--- config.mk ---
export PLATFORM = sky130hd
export DESIGN_NAME = drive_fault_supervisor_fsm
export DESIGN_NICKNAME = d
export VERILOG_FILES = /design/src/sv/dfs_pkg.sv /design/src/sv/dfs_cfg.sv /design/src/sv/dfs_core.sv /design/src/sv/drive_fault_supervisor_fsm.sv
export SDC_FILE = /design/constraint.sdc
export NUM_CORES = 1
export LEC_CHECK = 0
export ABC_AREA = 1
export BUFFER_PORTS_ARGS = -buffer_cell sky130_fd_sc_hd__buf_4
export CORE_MARGIN = 3
export CORE_UTILIZATION = 35
export CTS_CLUSTER_DIAMETER = 120
export DETAILED_ROUTE_END_ITERATION = 12
export PLACE_DENSITY_LB_ADDON = 0.3
export SLEW_MARGIN = 40
export SYNTH_ARGS = -nofsm -noshare
export SYNTH_HDL_FRONTEND = slang
export SYNTH_HIERARCHICAL = 1
export SYNTH_SLANG_ARGS = --single-unit
--- constraint.sdc ---
create_clock -name clk_i -period 6.9 [get_ports clk_i]
set_input_delay 1.035 -clock clk_i [delete_from_list [all_inputs] [get_ports clk_i]]
set_output_delay 1.035 -clock clk_i [all_outputs]
set_load 0.005 [all_outputs]
--- src/sv/dfs_pkg.sv ---
// Shared types and constants of the drive fault supervisor.
package dfs_pkg;

  // Supervisor state codes
  localparam logic [2:0] ST_BOOT    = 3'd0;
  localparam logic [2:0] ST_INIT    = 3'd1;
  localparam logic [2:0] ST_STANDBY = 3'd2;
  localparam logic [2:0] ST_RUN     = 3'd3;
  localparam logic [2:0] ST_FAULT   = 3'd4;

  // Configuration register indexes
  localparam logic [1:0] REG_QUICK_RESET = 2'd0;
  localparam logic [1:0] REG_COMM_FIRST  = 2'd1;
  localparam logic [1:0] REG_COMM_LAST   = 2'd2;
  localparam logic [1:0] REG_SELF_TEST   = 2'd3;

  // Event kinds
  typedef enum logic [2:0] {
    KIND_INIT    = 3'd0,
    KIND_SERVICE = 3'd1,
    KIND_FAULT   = 3'd2,
    KIND_CLEAR   = 3'd3,
    KIND_RUN     = 3'd4,
    KIND_STANDBY = 3'd5,
    KIND_CONSUME = 3'd6,
    KIND_QUERY   = 3'd7
  } kind_e;

  // Configuration register set
  typedef struct packed {
    logic        quick_reset_mode;
    logic [15:0] comm_fault_first;
    logic [15:0] comm_fault_last;
    logic [15:0] self_test_fault_code;
  } cfg_t;

  // One result item
  typedef struct packed {
    logic        accepted;
    logic [2:0]  state_code;
    logic        is_running;
    logic        is_faulted;
    logic [15:0] latched_fault;
    logic [31:0] latched_fault_time;
    logic [31:0] time_in_state;
    logic        pwm_disable_taken;
    logic        gate_pull_low;
    logic        run_latch;
  } res_t;

endpackage

--- src/sv/dfs_cfg.sv ---
// Configuration register file of the drive fault supervisor.
module dfs_cfg (
  input  logic          clk_i,
  input  logic          rst_ni,
  input  logic          cfg_valid_i,
  output logic          cfg_ready_o,
  input  logic [1:0]    cfg_index_i,
  input  logic [15:0]   cfg_data_i,
  output dfs_pkg::cfg_t cfg_o
);
  import dfs_pkg::*;

  cfg_t cfg_q;
  cfg_t cfg_d;

  // Writes are always taken
  assign cfg_ready_o = 1'b1;

  // Register write decode
  always_comb begin
    cfg_d = cfg_q;
    if (cfg_valid_i) begin
      unique case (cfg_index_i)
        REG_QUICK_RESET: cfg_d.quick_reset_mode     = cfg_data_i[0];
        REG_COMM_FIRST:  cfg_d.comm_fault_first     = cfg_data_i;
        REG_COMM_LAST:   cfg_d.comm_fault_last      = cfg_data_i;
        REG_SELF_TEST:   cfg_d.self_test_fault_code = cfg_data_i;
        default:         cfg_d = cfg_q;
      endcase
    end
  end

  always_ff @(posedge clk_i or negedge rst_ni) begin
    if (!rst_ni) begin
      cfg_q.quick_reset_mode     <= 1'b0;
      cfg_q.comm_fault_first     <= 16'd0;
      cfg_q.comm_fault_last      <= 16'd0;
      cfg_q.self_test_fault_code <= 16'd1;
    end else begin
      cfg_q <= cfg_d;
    end
  end

  assign cfg_o = cfg_q;

endmodule

--- src/sv/dfs_core.sv ---
// Supervisor state machine with its result register.
module dfs_core (
  input  logic          clk_i,
  input  logic          rst_ni,
  input  dfs_pkg::cfg_t cfg_i,
  input  logic          in_valid_i,
  output logic          in_ready_o,
  input  logic [2:0]    kind_i,
  input  logic [31:0]   now_tick_i,
  input  logic          diag_fault_i,
  input  logic [15:0]   fault_code_in_i,
  output logic          out_valid_o,
  input  logic          out_ready_i,
  output dfs_pkg::res_t res_o
);
  import dfs_pkg::*;

  logic [2:0]  state_q, state_d;
  logic [15:0] first_fault_q, first_fault_d;
  logic [31:0] fault_time_q, fault_time_d;
  logic [31:0] entry_time_q, entry_time_d;
  logic [31:0] duration_q, duration_d;
  logic        run_q, run_d;
  logic        pwm_pend_q, pwm_pend_d;
  logic        out_valid_q;
  res_t        res_q, res_d;
  logic        in_fire;
  logic        accepted, taken, gate;
  logic        clearable;
  kind_e       kind;

  assign kind       = kind_e'(kind_i);
  assign in_ready_o = !out_valid_q || out_ready_i;
  assign in_fire    = in_valid_i && in_ready_o;

  // Latched code inside the comm range, or quick reset on
  assign clearable = cfg_i.quick_reset_mode ||
                     ((first_fault_q >= cfg_i.comm_fault_first) &&
                      (first_fault_q <= cfg_i.comm_fault_last));

  // Next state for the incoming event
  always_comb begin
    state_d       = state_q;
    first_fault_d = first_fault_q;
    fault_time_d  = fault_time_q;
    entry_time_d  = entry_time_q;
    duration_d    = duration_q;
    run_d         = run_q;
    pwm_pend_d    = pwm_pend_q;
    accepted      = 1'b0;
    taken         = 1'b0;
    gate          = 1'b0;
    unique case (kind)
      KIND_INIT: begin
        state_d       = ST_BOOT;
        first_fault_d = 16'd0;
        fault_time_d  = 32'd0;
        entry_time_d  = now_tick_i;
        duration_d    = 32'd0;
        run_d         = 1'b0;
        pwm_pend_d    = 1'b0;
      end
      KIND_SERVICE: begin
        duration_d = now_tick_i - entry_time_q;
        if (state_q == ST_BOOT) begin
          state_d      = ST_INIT;
          entry_time_d = now_tick_i;
        end else if (state_q == ST_INIT) begin
          if (!diag_fault_i) begin
            state_d      = ST_STANDBY;
            entry_time_d = now_tick_i;
          end
        end else if (state_q > ST_FAULT) begin
          // illegal state code: self-test fault, no gate pulse
          state_d       = ST_FAULT;
          first_fault_d = cfg_i.self_test_fault_code;
          fault_time_d  = now_tick_i;
          entry_time_d  = now_tick_i;
        end
      end
      KIND_FAULT: begin
        if (fault_code_in_i != 16'd0 && state_q != ST_FAULT) begin
          gate          = 1'b1;
          state_d       = ST_FAULT;
          first_fault_d = fault_code_in_i;
          fault_time_d  = now_tick_i;
          entry_time_d  = now_tick_i;
          pwm_pend_d    = 1'b1;
        end
      end
      KIND_CLEAR: begin
        if (state_q == ST_FAULT && clearable) begin
          state_d       = ST_STANDBY;
          first_fault_d = 16'd0;
          fault_time_d  = 32'd0;
          entry_time_d  = 32'd0;
          pwm_pend_d    = 1'b0;
          accepted      = 1'b1;
        end
      end
      KIND_RUN: begin
        if (state_q == ST_STANDBY) begin
          state_d      = ST_RUN;
          entry_time_d = now_tick_i;
          run_d        = 1'b1;
          accepted     = 1'b1;
        end
      end
      KIND_STANDBY: begin
        if (state_q == ST_RUN) begin
          state_d      = ST_STANDBY;
          entry_time_d = now_tick_i;
          run_d        = 1'b0;
          accepted     = 1'b1;
        end
      end
      KIND_CONSUME: begin
        taken      = pwm_pend_q;
        pwm_pend_d = 1'b0;
      end
      KIND_QUERY: begin
        accepted = 1'b0;
      end
      default: begin
        accepted = 1'b0;
      end
    endcase
  end

  // Result item built from the post-event state
  always_comb begin
    res_d.accepted           = accepted;
    res_d.state_code         = state_d;
    res_d.is_running         = (state_d == ST_RUN);
    res_d.is_faulted         = (state_d == ST_FAULT);
    res_d.latched_fault      = first_fault_d;
    res_d.latched_fault_time = fault_time_d;
    res_d.time_in_state      = duration_d;
    res_d.pwm_disable_taken  = taken;
    res_d.gate_pull_low      = gate;
    res_d.run_latch          = run_d;
  end

  // Supervisor state
  always_ff @(posedge clk_i or negedge rst_ni) begin
    if (!rst_ni) begin
      state_q       <= ST_BOOT;
      first_fault_q <= 16'd0;
      fault_time_q  <= 32'd0;
      entry_time_q  <= 32'd0;
      duration_q    <= 32'd0;
      run_q         <= 1'b0;
      pwm_pend_q    <= 1'b0;
    end else if (in_fire) begin
      state_q       <= state_d;
      first_fault_q <= first_fault_d;
      fault_time_q  <= fault_time_d;
      entry_time_q  <= entry_time_d;
      duration_q    <= duration_d;
      run_q         <= run_d;
      pwm_pend_q    <= pwm_pend_d;
    end
  end

  // Output valid
  always_ff @(posedge clk_i or negedge rst_ni) begin
    if (!rst_ni) begin
      out_valid_q <= 1'b0;
    end else if (in_fire) begin
      out_valid_q <= 1'b1;
    end else if (out_ready_i) begin
      out_valid_q <= 1'b0;
    end
  end

  // Result payload
  always_ff @(posedge clk_i) begin
    if (in_fire) begin
      res_q <= res_d;
    end
  end

  assign out_valid_o = out_valid_q;
  assign res_o       = res_q;

`ifndef SYNTHESIS
  // state register only ever holds a defined code
  assert property (@(posedge clk_i) disable iff (!rst_ni) state_q <= ST_FAULT)
    else $error("state register holds an undefined code");

  // a gate pulse goes out only with a fault state
  assert property (@(posedge clk_i) disable iff (!rst_ni)
    out_valid_q && res_q.gate_pull_low |-> res_q.state_code == ST_FAULT)
    else $error("gate pulse without fault state");

  // a nonzero fault report always leaves the block faulted
  assert property (@(posedge clk_i) disable iff (!rst_ni)
    in_fire && kind == KIND_FAULT && fault_code_in_i != 16'd0 |=> state_q == ST_FAULT)
    else $error("fault report did not reach fault state");

  // run flag rises only on an accepted run request
  assert property (@(posedge clk_i) disable iff (!rst_ni)
    $rose(run_q) |-> $past(in_fire) && $past(kind == KIND_RUN))
    else $error("run flag set without run request");

  // a consume event always clears the pending disable request
  assert property (@(posedge clk_i) disable iff (!rst_ni)
    in_fire && kind == KIND_CONSUME |=> !pwm_pend_q)
    else $error("disable request still pending after consume");
`endif

endmodule

--- src/sv/drive_fault_supervisor_fsm.sv ---
// Top level of the drive fault supervisor.
//
// Usage:
//   Events enter on the in_ channel (valid/ready): kind_i, now_tick_i,
//   diag_fault_i and fault_code_in_i. Each accepted item yields exactly one
//   result item on the out_ channel (valid/ready), showing the supervisor
//   state after that event, the latched fault, its time, time in state and
//   the accepted / pwm_disable_taken / gate_pull_low flags.
//   The result of an accepted item is registered and valid in the next cycle.
//   Throughput is one item per cycle while each result is taken; a single
//   compare, subtract and update sit between state and result registers.
//   When the receiver stalls, the result register holds its item and
//   in_ready_o drops until the result is taken; in the cycle it is taken a
//   new item may enter.
//   Configuration registers are written on the cfg_ channel (always ready),
//   by the user only while no event is in flight; not enforced by the block.
//   Reset puts the supervisor in boot with no fault latched, all times zero,
//   the run flag and disable request clear, and the registers at defaults
//   (self-test fault code 1, all others 0).
module drive_fault_supervisor_fsm (
  input  logic        clk_i,
  input  logic        rst_ni,
  input  logic        cfg_valid_i,
  output logic        cfg_ready_o,
  input  logic [1:0]  cfg_index_i,
  input  logic [15:0] cfg_data_i,
  input  logic        in_valid_i,
  output logic        in_ready_o,
  input  logic [2:0]  kind_i,
  input  logic [31:0] now_tick_i,
  input  logic        diag_fault_i,
  input  logic [15:0] fault_code_in_i,
  output logic        out_valid_o,
  input  logic        out_ready_i,
  output logic        accepted_o,
  output logic [2:0]  state_code_o,
  output logic        is_running_o,
  output logic        is_faulted_o,
  output logic [15:0] latched_fault_o,
  output logic [31:0] latched_fault_time_o,
  output logic [31:0] time_in_state_o,
  output logic        pwm_disable_taken_o,
  output logic        gate_pull_low_o,
  output logic        run_latch_o
);
  import dfs_pkg::*;

  cfg_t cfg;
  res_t res;

  // Configuration registers
  dfs_cfg u_cfg (
    .clk_i       (clk_i),
    .rst_ni      (rst_ni),
    .cfg_valid_i (cfg_valid_i),
    .cfg_ready_o (cfg_ready_o),
    .cfg_index_i (cfg_index_i),
    .cfg_data_i  (cfg_data_i),
    .cfg_o       (cfg)
  );

  // Supervisor and result register
  dfs_core u_core (
    .clk_i           (clk_i),
    .rst_ni          (rst_ni),
    .cfg_i           (cfg),
    .in_valid_i      (in_valid_i),
    .in_ready_o      (in_ready_o),
    .kind_i          (kind_i),
    .now_tick_i      (now_tick_i),
    .diag_fault_i    (diag_fault_i),
    .fault_code_in_i (fault_code_in_i),
    .out_valid_o     (out_valid_o),
    .out_ready_i     (out_ready_i),
    .res_o           (res)
  );

  // Result fields
  assign accepted_o           = res.accepted;
  assign state_code_o         = res.state_code;
  assign is_running_o         = res.is_running;
  assign is_faulted_o         = res.is_faulted;
  assign latched_fault_o      = res.latched_fault;
  assign latched_fault_time_o = res.latched_fault_time;
  assign time_in_state_o      = res.time_in_state;
  assign pwm_disable_taken_o  = res.pwm_disable_taken;
  assign gate_pull_low_o      = res.gate_pull_low;
  assign run_latch_o          = res.run_latch;

endmodule
* After elaboration in Yosys (flattened, before gate mapping)
Cells that the tools add are included.
Word-level totals: bits in registers 256, input bits 75
Cells by class: mux-type cells 44, order comparisons 3, eq/ne operators 22, add/sub/neg operators 1, reductions and logical operators 21
Operators with widths (count):
- 2-to-1 mux 32 bit | 13
- case mux 32 bit (6 select lines) | 1
- case mux 32 bit (4 select lines) | 1
- 2-to-1 mux 16 bit | 5
- case mux 16 bit (4 select lines) | 1
- case mux 32 bit (2 select lines) | 1
- subtractor 32 bit | 1
- 2-to-1 mux 3 bit | 8
- case mux 3 bit (6 select lines) | 1
- greater-or-equal comparator 16 bit | 1
- less-or-equal comparator 16 bit | 1
- nonzero test 16 bit | 1
- equality test 3 x 2 -> 1 bit, second input constant | 5
- equality test 3 bit, second input constant | 5
- 2-to-1 mux 1 bit | 10
- case mux 1 bit (3 select lines) | 3
- inequality test 2 x 1 -> 1 bit, second input constant | 4
- AND reduction 2 bit | 4
- AND reduction 8 bit | 1
- equality test 3 x 1 -> 1 bit, second input constant | 2
- zero test 3 bit | 2
- nonzero test 6 bit | 1
- equality test 2 bit, second input constant | 2
- logical AND 1 bit | 4
- 12 further kinds | 13

* Logic depth before layout (Yosys ltp)
Gate-level depths: netlist of run 1.
depth in word-level cells 7, gate-level depth with buffers 21, gate-level depth less buffers 21

* Modules after synthesis
Netlist of run 1, hierarchy kept.
By module, submodules not included:
- dfs_core | area an instance 13222.7 um^2, sequential area each 5625.4 um^2, instances 1, cells each 1728
- dfs_cfg | area an instance 2162.1 um^2, sequential area each 1227.4 um^2, instances 1, cells each 224

* Worst setup path after synthesis of run 1
No wires, ideal clock.
path type input to register, from input out_ready_i, to register u_core.res_q, in the netlist u_core/res_o[0], enable pin, cell stages on the path 5, data arrival time 3961 ps, setup slack 2451 ps, cell sequence inv_1 nand2_1 nand2_1 clkinv_1 clkbuf_1
On the way: cells in the longest elaborated chain, start to end 2
Ends and longest elaborated chain:
- from (decl) | line drive_fault_supervisor_fsm.sv:34 | input logic out_ready_i,
- logical OR 1 bit | line dfs_core.sv:33 | assign in_ready_o = !out_valid_q || out_ready_i;
- via in_ready_o | line drive_fault_supervisor_fsm.sv:28 | output logic in_ready_o,
- logical AND 1 bit | line dfs_core.sv:34 | assign in_fire = in_valid_i && in_ready_o;
- via u_core.in_fire | line dfs_core.sv:27 | logic in_fire;
- to (signal assigned) | line dfs_core.sv:179 | res_q <= res_d;
- to (decl) | line dfs_core.sv:26 | res_t res_q, res_d;
The timed path passes the listed nets, and every way through them passes these cells. A chain may end at the register's enable or synchronous reset.

* Worst setup path after layout of run 1
from input kind_i[2], to register u_core.fault_time_q[27]
On the way: cells in the longest elaborated chain, start to end 2, elaborated cells between the ends (all ways) 5, classes of those cells 3 x eq/ne; 1 x mux; 1 x reduce/logical
Ends and longest elaborated chain:
- from (decl) | line drive_fault_supervisor_fsm.sv:29 | input logic [2:0] kind_i,
- equality test 3 x 2 -> 1 bit, or another cell as far along | line dfs_core.sv:53 | unique case (kind)
- case mux 32 bit (4 select lines) * | line dfs_core.sv:53
- via u_core.fault_time_d[27] | line dfs_core.sv:20 | logic [31:0] fault_time_q, fault_time_d;
- to (signal assigned) | line dfs_core.sv:157 | fault_time_q <= fault_time_d;
- to (decl) | line dfs_core.sv:20
Mark *: on every way through the listed nets, which the timed path passes. The rest lies on a longest branch.

==> results.json, run 1 <==
{
  "dp_worst_setup_slack_ns": 2.92,
  "postSynthAreaPerCell_sq_um": 7.88,
  "crit_type": "in -> reg",
  "max_freq_mhz": 292,
  "synth.net_count": 2091,
  "synth_enable_flop_cells": 89,
  "fin_skew_ns": 0.0210,
  "drt-initial-drc-count": 1189,
  "antenna_found_initial": 0,
  "postSynth.asyncResetShare_pct": 65.2,
  "final_nets": 2202,
  "floorplan.die_area_sq_mm": 0.0465,
  "hold_viol": 0,
  "io_pins": 167,
  "synth.yosys.seq_area_share_pct": 44.5,
  "start_util_pct": 35.6,
  "post_cts_resized": 0,
  "areaGrowthSynthToFinish_pct": 17.1,
  "status": "finished clean",
  "cp.required_ns": 7.40,
  "final_layout_size_suffix_gt1_share_pct": 16.0,
  "worstSetupStartpointType": "primary input",
  "slew_limit_headroom_pct": 44.9,
  "routed-via-count": 13900,
  "detailed_place_hpwl_mm": 31.8,
  "post-route-min-period_ns": 3.42,
  "fin_setup_tns_ns": 0,
  "route.detailed.wl_per_inst_um": 17.3,
  "first_pass_drt_iterations": 5,
  "clock_tree_root_driver_cell": "sky130_fd_sc_hd__clkbuf_16",
  "yosys_warnings": 6,
  "grt_usage_pct": 19.4,
  "fin_hold_ws_ns": 0.304,
  "grt_pass1_vias": 13100,
  "type_of_the_most_critical_hold_path": "in -> async",
  "final-max-slew-violation-count": 0,
  "post_cts.repair.setup_buffers": 0,
  "global_route.overflow_total": 0,
  "postRouteWirelength_mm": 46.2,
  "ys.flop_type": "sky130_fd_sc_hd__dfrtp_1",
  "cp-end-kind": "flop",
  "vias_per_cell": 5.20,
  "yosysUniqueCellTypes": 50,
  "power.density_mw_per_mm2": 301,
  "cts.hold.buffers_added": 0,
  "layout.cells.most_common": "sky130_fd_sc_hd__nand2_1",
  "post-route-worst-setup-slack_ns": 3.48,
  "clk_transition_reported_paths_ns": 0.06,
  "antenna_violating_nets_post_route": 0,
  "gp_congestion": 0.911,
  "power.ir.vdd_worst_mv": 0.191,
  "clock-sinks": 256,
  "worstMarginPinSlew_ns": 0.827,
  "drv_cap": 0,
  "ys_ff_latch": 256,
  "drcViolationCount": 0,
  "synth_cells": 1952,
  "htree_num_levels": 1,
  "die-height_um": 216,
  "power.static_leakage_nw": 8.50,
  "grt_max_degree": 101,
  "sequential_cell_area_sq_mm": 0.00685,
  "design.core.area_sq_mm": 0.0433,
  "fin_total_pwr_mw": 5.43,
  "timing.final.setup_violations": 0,
  "worst-endpoint-arrival_ns": 3.93,
  "antenna_cells": 0,
  "die_width_um": 216,
  "grt_setup_unrepaired": "no",
  "worstPathMaxFanout": 51,
  "core.rowCount": 76,
  "clk_path_buf_depth": 3,
  "clock_insertion_delay_worst_skew_ns": 0.58,
  "period_share_pct": 49.6,
  "wire_length_of_the_first_global_routing_pass_mm": 72.8,
  "fill_cells": 4356,
  "synth.cell_area_sq_mm": 0.0154,
  "commonest_cells_after_routing_fill_and_taps_aside": "637 x sky130_fd_sc_hd__nand2_1, 200 x sky130_fd_sc_hd__inv_1, 170 x sky130_fd_sc_hd__buf_4",
  "cts_tree": "yes",
  "cts_buffers": 30,
  "port_buf_inserts": 165,
  "multi_input_comb_area_sq_mm": 0.00717
}
[path summary, 6_finish.rpt]
check	slack [ns]	end	depth (start not counted)	from
max	3.48	u_core/fault_time_q[27]	9	kind_i[2]
min	0.30	u_core/duration_q[11]	1	rst_ni
max reg2reg	3.82	u_core/entry_time_q[31]	15	u_core/first_fault_q[15]
min reg2reg	0.47	u_cfg/cfg_o[18]	2	u_cfg/cfg_o[18]
max in group asynchronous	5.24	u_cfg/cfg_o[16]	3	rst_ni
min in group clk_i	0.47	u_cfg/cfg_o[18]	2	u_cfg/cfg_o[18]
[logic make-up (layout without fill, tap and decap cells)]
family	Yosys count	after routing	synth area share [%]
flops	256	256	44.5
compound gates	314	314	12.6
fa+ha+maj	64	64	5.25
xor+xnor	3	3	0.171
other cells	1	1	0.0244
simple gates	1002	1002	28.4
buf+inv	312	447	8.95
[cells in the mapped netlist (3+ instances only)]
library cell	instances	area (sq um)
sky130_fd_sc_hd__nand2_1	638	2390
sky130_fd_sc_hd__ha_1	63	788
sky130_fd_sc_hd__o21ai_2	36	315
sky130_fd_sc_hd__edfxtp_1	89	2670
sky130_fd_sc_hd__o21bai_1	9	67.6
sky130_fd_sc_hd__o21a_1	3	22.5
sky130_fd_sc_hd__buf_6	13	146
sky130_fd_sc_hd__buf_4	10	75.1
sky130_fd_sc_hd__a21oi_1	67	335
sky130_fd_sc_hd__a21o_1	6	45.0
sky130_fd_sc_hd__dfrtp_1	166	4150
sky130_fd_sc_hd__nor2_4	3	33.8
sky130_fd_sc_hd__nand3_4	4	70.1
sky130_fd_sc_hd__inv_2	11	41.3
sky130_fd_sc_hd__nor3_1	10	50.1
sky130_fd_sc_hd__a21boi_0	3	22.5
sky130_fd_sc_hd__o21ai_0	105	526
sky130_fd_sc_hd__buf_2	32	160
sky130_fd_sc_hd__clkbuf_1	38	143
sky130_fd_sc_hd__nand4_1	106	663
sky130_fd_sc_hd__nand3_1	90	450
sky130_fd_sc_hd__inv_1	200	751
sky130_fd_sc_hd__o21ai_1	12	60.1
sky130_fd_sc_hd__a31oi_1	5	31.3
sky130_fd_sc_hd__nor2_1	101	379
sky130_fd_sc_hd__nand2_2	43	269
sky130_fd_sc_hd__o22ai_1	5	31.3
sky130_fd_sc_hd__o211ai_1	59	443
[stage by stage]
stage / std cells / util (%) / instance area (sq um)
2_1_floorplan: 1952 / - / 15400
3_3_place_gp: 2615 / 39.1 / 16900
3_5_place_dp: 2615 / 39.1 / 16900
4_1_cts: 2671 / 41.6 / 18000
5_1_grt: 2672 / 41.6 / 18000
6_report: 2672 / 41.6 / 18000
[critical path: stages]
cell                       delay (ns)
sky130_fd_sc_hd__buf_4           0.30
sky130_fd_sc_hd__nor2_4          0.70
sky130_fd_sc_hd__buf_4           0.44
sky130_fd_sc_hd__clkinv_2        0.65
sky130_fd_sc_hd__a21oi_1         0.34
sky130_fd_sc_hd__o21ai_0         0.14
sky130_fd_sc_hd__nand4_1         0.16
sky130_fd_sc_hd__nand2_1         0.06
sky130_fd_sc_hd__nand2_1         0.07
[per-layer routing]
layer	GRT usage [%]	up-vias	part of all wire, %	routed length (um)
li1	-	6715	-	-
met1	28.1	6624	46	21400
met2	30.4	474	45	20700
met3	2.42	72	6.4	2970
met4	5.64	0	2.5	1140
met5	0	-	0	0
[layout make-up]
class	count	area share (%)
multi-input cells	1384	39.8
repair buffers	176	7.57
clock inverters	20	1.39
flip-flops and latches	256	38.0
well taps	585	4.06
clock buffers	36	4.51
inverters	215	4.61
[state kept, by name (all words and copies together), names as in the netlist]
name / cells
u_core/duration_q: 32
u_core/run_q: 1
u_core/entry_time_q: 32
u_core/pwm_pend_q: 1
u_core/out_valid_o: 1
u_core/fault_time_q: 32
u_core/first_fault_q: 16
u_core/state_q: 3
u_core/res_o: 89
u_cfg/cfg_o: 49
[power by group]
part	leakage (nW)	switching, mW	internal (mW)
combinational	4.96	1.03	0.590
sequential	3.03	0.214	1.90
clock	0.515	0.668	1.03
total	8.50	1.91	3.51
(Power assumes the default switching activity.)
==> run 2: changes to the inputs <==
==> constraint.sdc (replaced) <==
create_clock -name clk_i -period 3.3 [get_ports clk_i]
set_input_delay 0.495 -clock clk_i [delete_from_list [all_inputs] [get_ports clk_i]]
set_output_delay 0.495 -clock clk_i [all_outputs]
set_load 0.005 [all_outputs]
==> results.json, run 2 (same netlist as run 1, synthesis figures left out) <==
{
  "status": "finished clean",
  "commonest_cells_after_routing_fill_and_taps_aside": "637 x sky130_fd_sc_hd__nand2_1, 200 x sky130_fd_sc_hd__inv_1, 172 x sky130_fd_sc_hd__buf_4",
  "worstMarginPinSlew_ns": 0.786,
  "fin_skew_ns": 0.0181,
  "slew_limit_headroom_pct": 47.5,
  "final_core_util_pct": 41.6,
  "clock-sinks": 256,
  "core.rowCount": 76,
  "largest_reg_flops": 89,
  "detailed_place_hpwl_mm": 32.1,
  "post-route-min-period_ns": 2.76,
  "grt_pass1_vias": 13200,
  "die_width_um": 216,
  "htree_num_levels": 1,
  "sequential_cell_area_sq_mm": 0.00685,
  "areaGrowthSynthToFinish_pct": 17.0,
  "pwr-share-clk_pct": 28.1,
  "postRouteWirelength_mm": 47.1,
  "power.density_mw_per_mm2": 605,
  "design.core.area_sq_mm": 0.0433,
  "total_switching_power_mw": 3.92,
  "io_pins": 167,
  "die-height_um": 216,
  "worstSetupStartpointType": "flop",
  "cts_buffers": 30,
  "grt_setup_unrepaired": "no",
  "timing.final.setup_violations": 0,
  "p_comb_share_pct": 31.7,
  "numPlacedInstances": 2624,
  "layout.cells.most_common": "sky130_fd_sc_hd__nand2_1",
  "fill_cells": 4364,
  "final_nets": 2211,
  "pwr-share-seq_pct": 40.2,
  "antenna_cells": 0,
  "grt_max_degree": 95,
  "port_buf_inserts": 165,
  "crit_type": "reg -> reg",
  "clock_tree_root_driver_cell": "sky130_fd_sc_hd__clkbuf_16",
  "drcViolationCount": 0,
  "drv_cap": 0,
  "antenna_found_initial": 0,
  "wire_length_of_the_first_global_routing_pass_mm": 74.0,
  "final-max-slew-violation-count": 0,
  "vias_per_cell": 5.17,
  "p_sw_share_pct": 36.0,
  "dp_worst_setup_slack_ns": 0.490,
  "cts_tree": "yes",
  "final_layout_size_suffix_gt1_share_pct": 15.9,
  "hold_viol": 0,
  "global_route.overflow_total": 0,
  "power.static_leakage_nw": 8.50,
  "clock_insertion_delay_worst_skew_ns": 0.58,
  "cp.required_ns": 3.79,
  "power.ir.vdd_worst_mv": 0.386,
  "worst-endpoint-arrival_ns": 3.25,
  "type_of_the_most_critical_hold_path": "in -> reg",
  "route.detailed.wl_per_inst_um": 17.6,
  "floorplan.die_area_sq_mm": 0.0465,
  "cp-end-kind": "flop",
  "r2r_slack_ns": 0.54,
  "fin_hold_ws_ns": 0.188,
  "grt_usage_pct": 19.7,
  "clk_path_buf_depth": 3,
  "max_freq_mhz": 363,
  "multi_input_comb_area_sq_mm": 0.00717,
  "clk_transition_reported_paths_ns": 0.06,
  "gp_congestion": 0.882,
  "post_cts_resized": 0,
  "first_pass_drt_iterations": 5,
  "post-route-worst-setup-slack_ns": 0.544,
  "start_util_pct": 35.6,
  "antenna_violating_nets_post_route": 0,
  "drt-initial-drc-count": 1424,
  "fin_setup_tns_ns": 0,
  "routed-via-count": 13900,
  "worstPathMaxFanout": 64,
  "period_share_pct": 83.5,
  "finish.cell_count_without_fillers": 2681,
  "design_internal_power_mw": 6.97
}
==> run 2: worst paths after layout <==
check / cells past startpoint / start / end
worst max-delay path: 16 / u_core/first_fault_q[7] / u_core/entry_time_q[31]
min in group asynchronous: 2 / rst_ni / u_core/duration_q[10]
max in group asynchronous: 3 / rst_ni / u_cfg/cfg_o[0]
worst max register to register: 16 / u_core/first_fault_q[7] / u_core/entry_time_q[31]
worst min-delay path: 3 / cfg_data_i[4] / u_cfg/cfg_o[4]
worst min register to register: 2 / u_cfg/cfg_o[43] / u_cfg/cfg_o[43]
==> run 2: what timing repair did <==
item / in CTS / in global routing
hold endpoints to repair: 1 / 0
setup endpoints to repair: 0 / 0
buffers inserted: 0 / 0
hold buffers: 1 / 0
==> run 2: critical path, stage by stage (launching register included) <==
cell and delay [ns]:
sky130_fd_sc_hd__dfrtp_1 0.48, sky130_fd_sc_hd__ha_1 0.34, sky130_fd_sc_hd__nand2_1 0.07, sky130_fd_sc_hd__nor2_1 0.18, sky130_fd_sc_hd__nand2_1 0.08, sky130_fd_sc_hd__nand2_1 0.07
sky130_fd_sc_hd__nand2_1 0.06, sky130_fd_sc_hd__nand2_1 0.07, sky130_fd_sc_hd__nand2_1 0.06, sky130_fd_sc_hd__nand2_1 0.07, sky130_fd_sc_hd__nand2_1 0.06, sky130_fd_sc_hd__nand2_2 0.28
sky130_fd_sc_hd__nand2_2 0.15, sky130_fd_sc_hd__nand3_4 0.10, sky130_fd_sc_hd__buf_12 0.32, sky130_fd_sc_hd__nand2_1 0.12, sky130_fd_sc_hd__o21ai_2 0.07
==> run 2: power groups by stage <==
stage          Combinational, mW  Sequential (mW)  Clock, mW
2_1_floorplan               2.33             4.34          0
3_5_place_dp                3.42             4.43          0
4_1_cts                     3.44             4.38       3.15
6_report                    3.45             4.38       3.06
5_1_grt                     3.90             4.46       3.28
3_3_place_gp                3.37             4.42          0
==> run 2: cell type report <==
class | instances | area share, %
clock buffer | 46 | 4.67
tap | 585 | 4.06
clock inverter | 10 | 0.320
multi-input combinational | 1384 | 39.8
inverter | 215 | 4.59
timing repair buffer | 185 | 8.48
sequential | 256 | 38.1
==> run 2: stage by stage <==
| stage | area (sq um) | total power [mW] |
|---|---|---|
| CTS | 18000 | 11.0 |
| global placement | 17100 | 7.78 |
| finish | 18000 | 10.9 |
| global route | 18000 | 11.6 |
| detailed placement | 17100 | 7.86 |
| floorplan | 15400 | 6.68 |
==> run 2: metal layers <==
layer	global-route usage [%]	share of wire (%)	up-vias
li1	-	-	6733
met1	28.2	45	6583
met2	31.4	45	479
met3	2.89	7.2	63
met4	5.18	2.1	0
met5	0	0	-
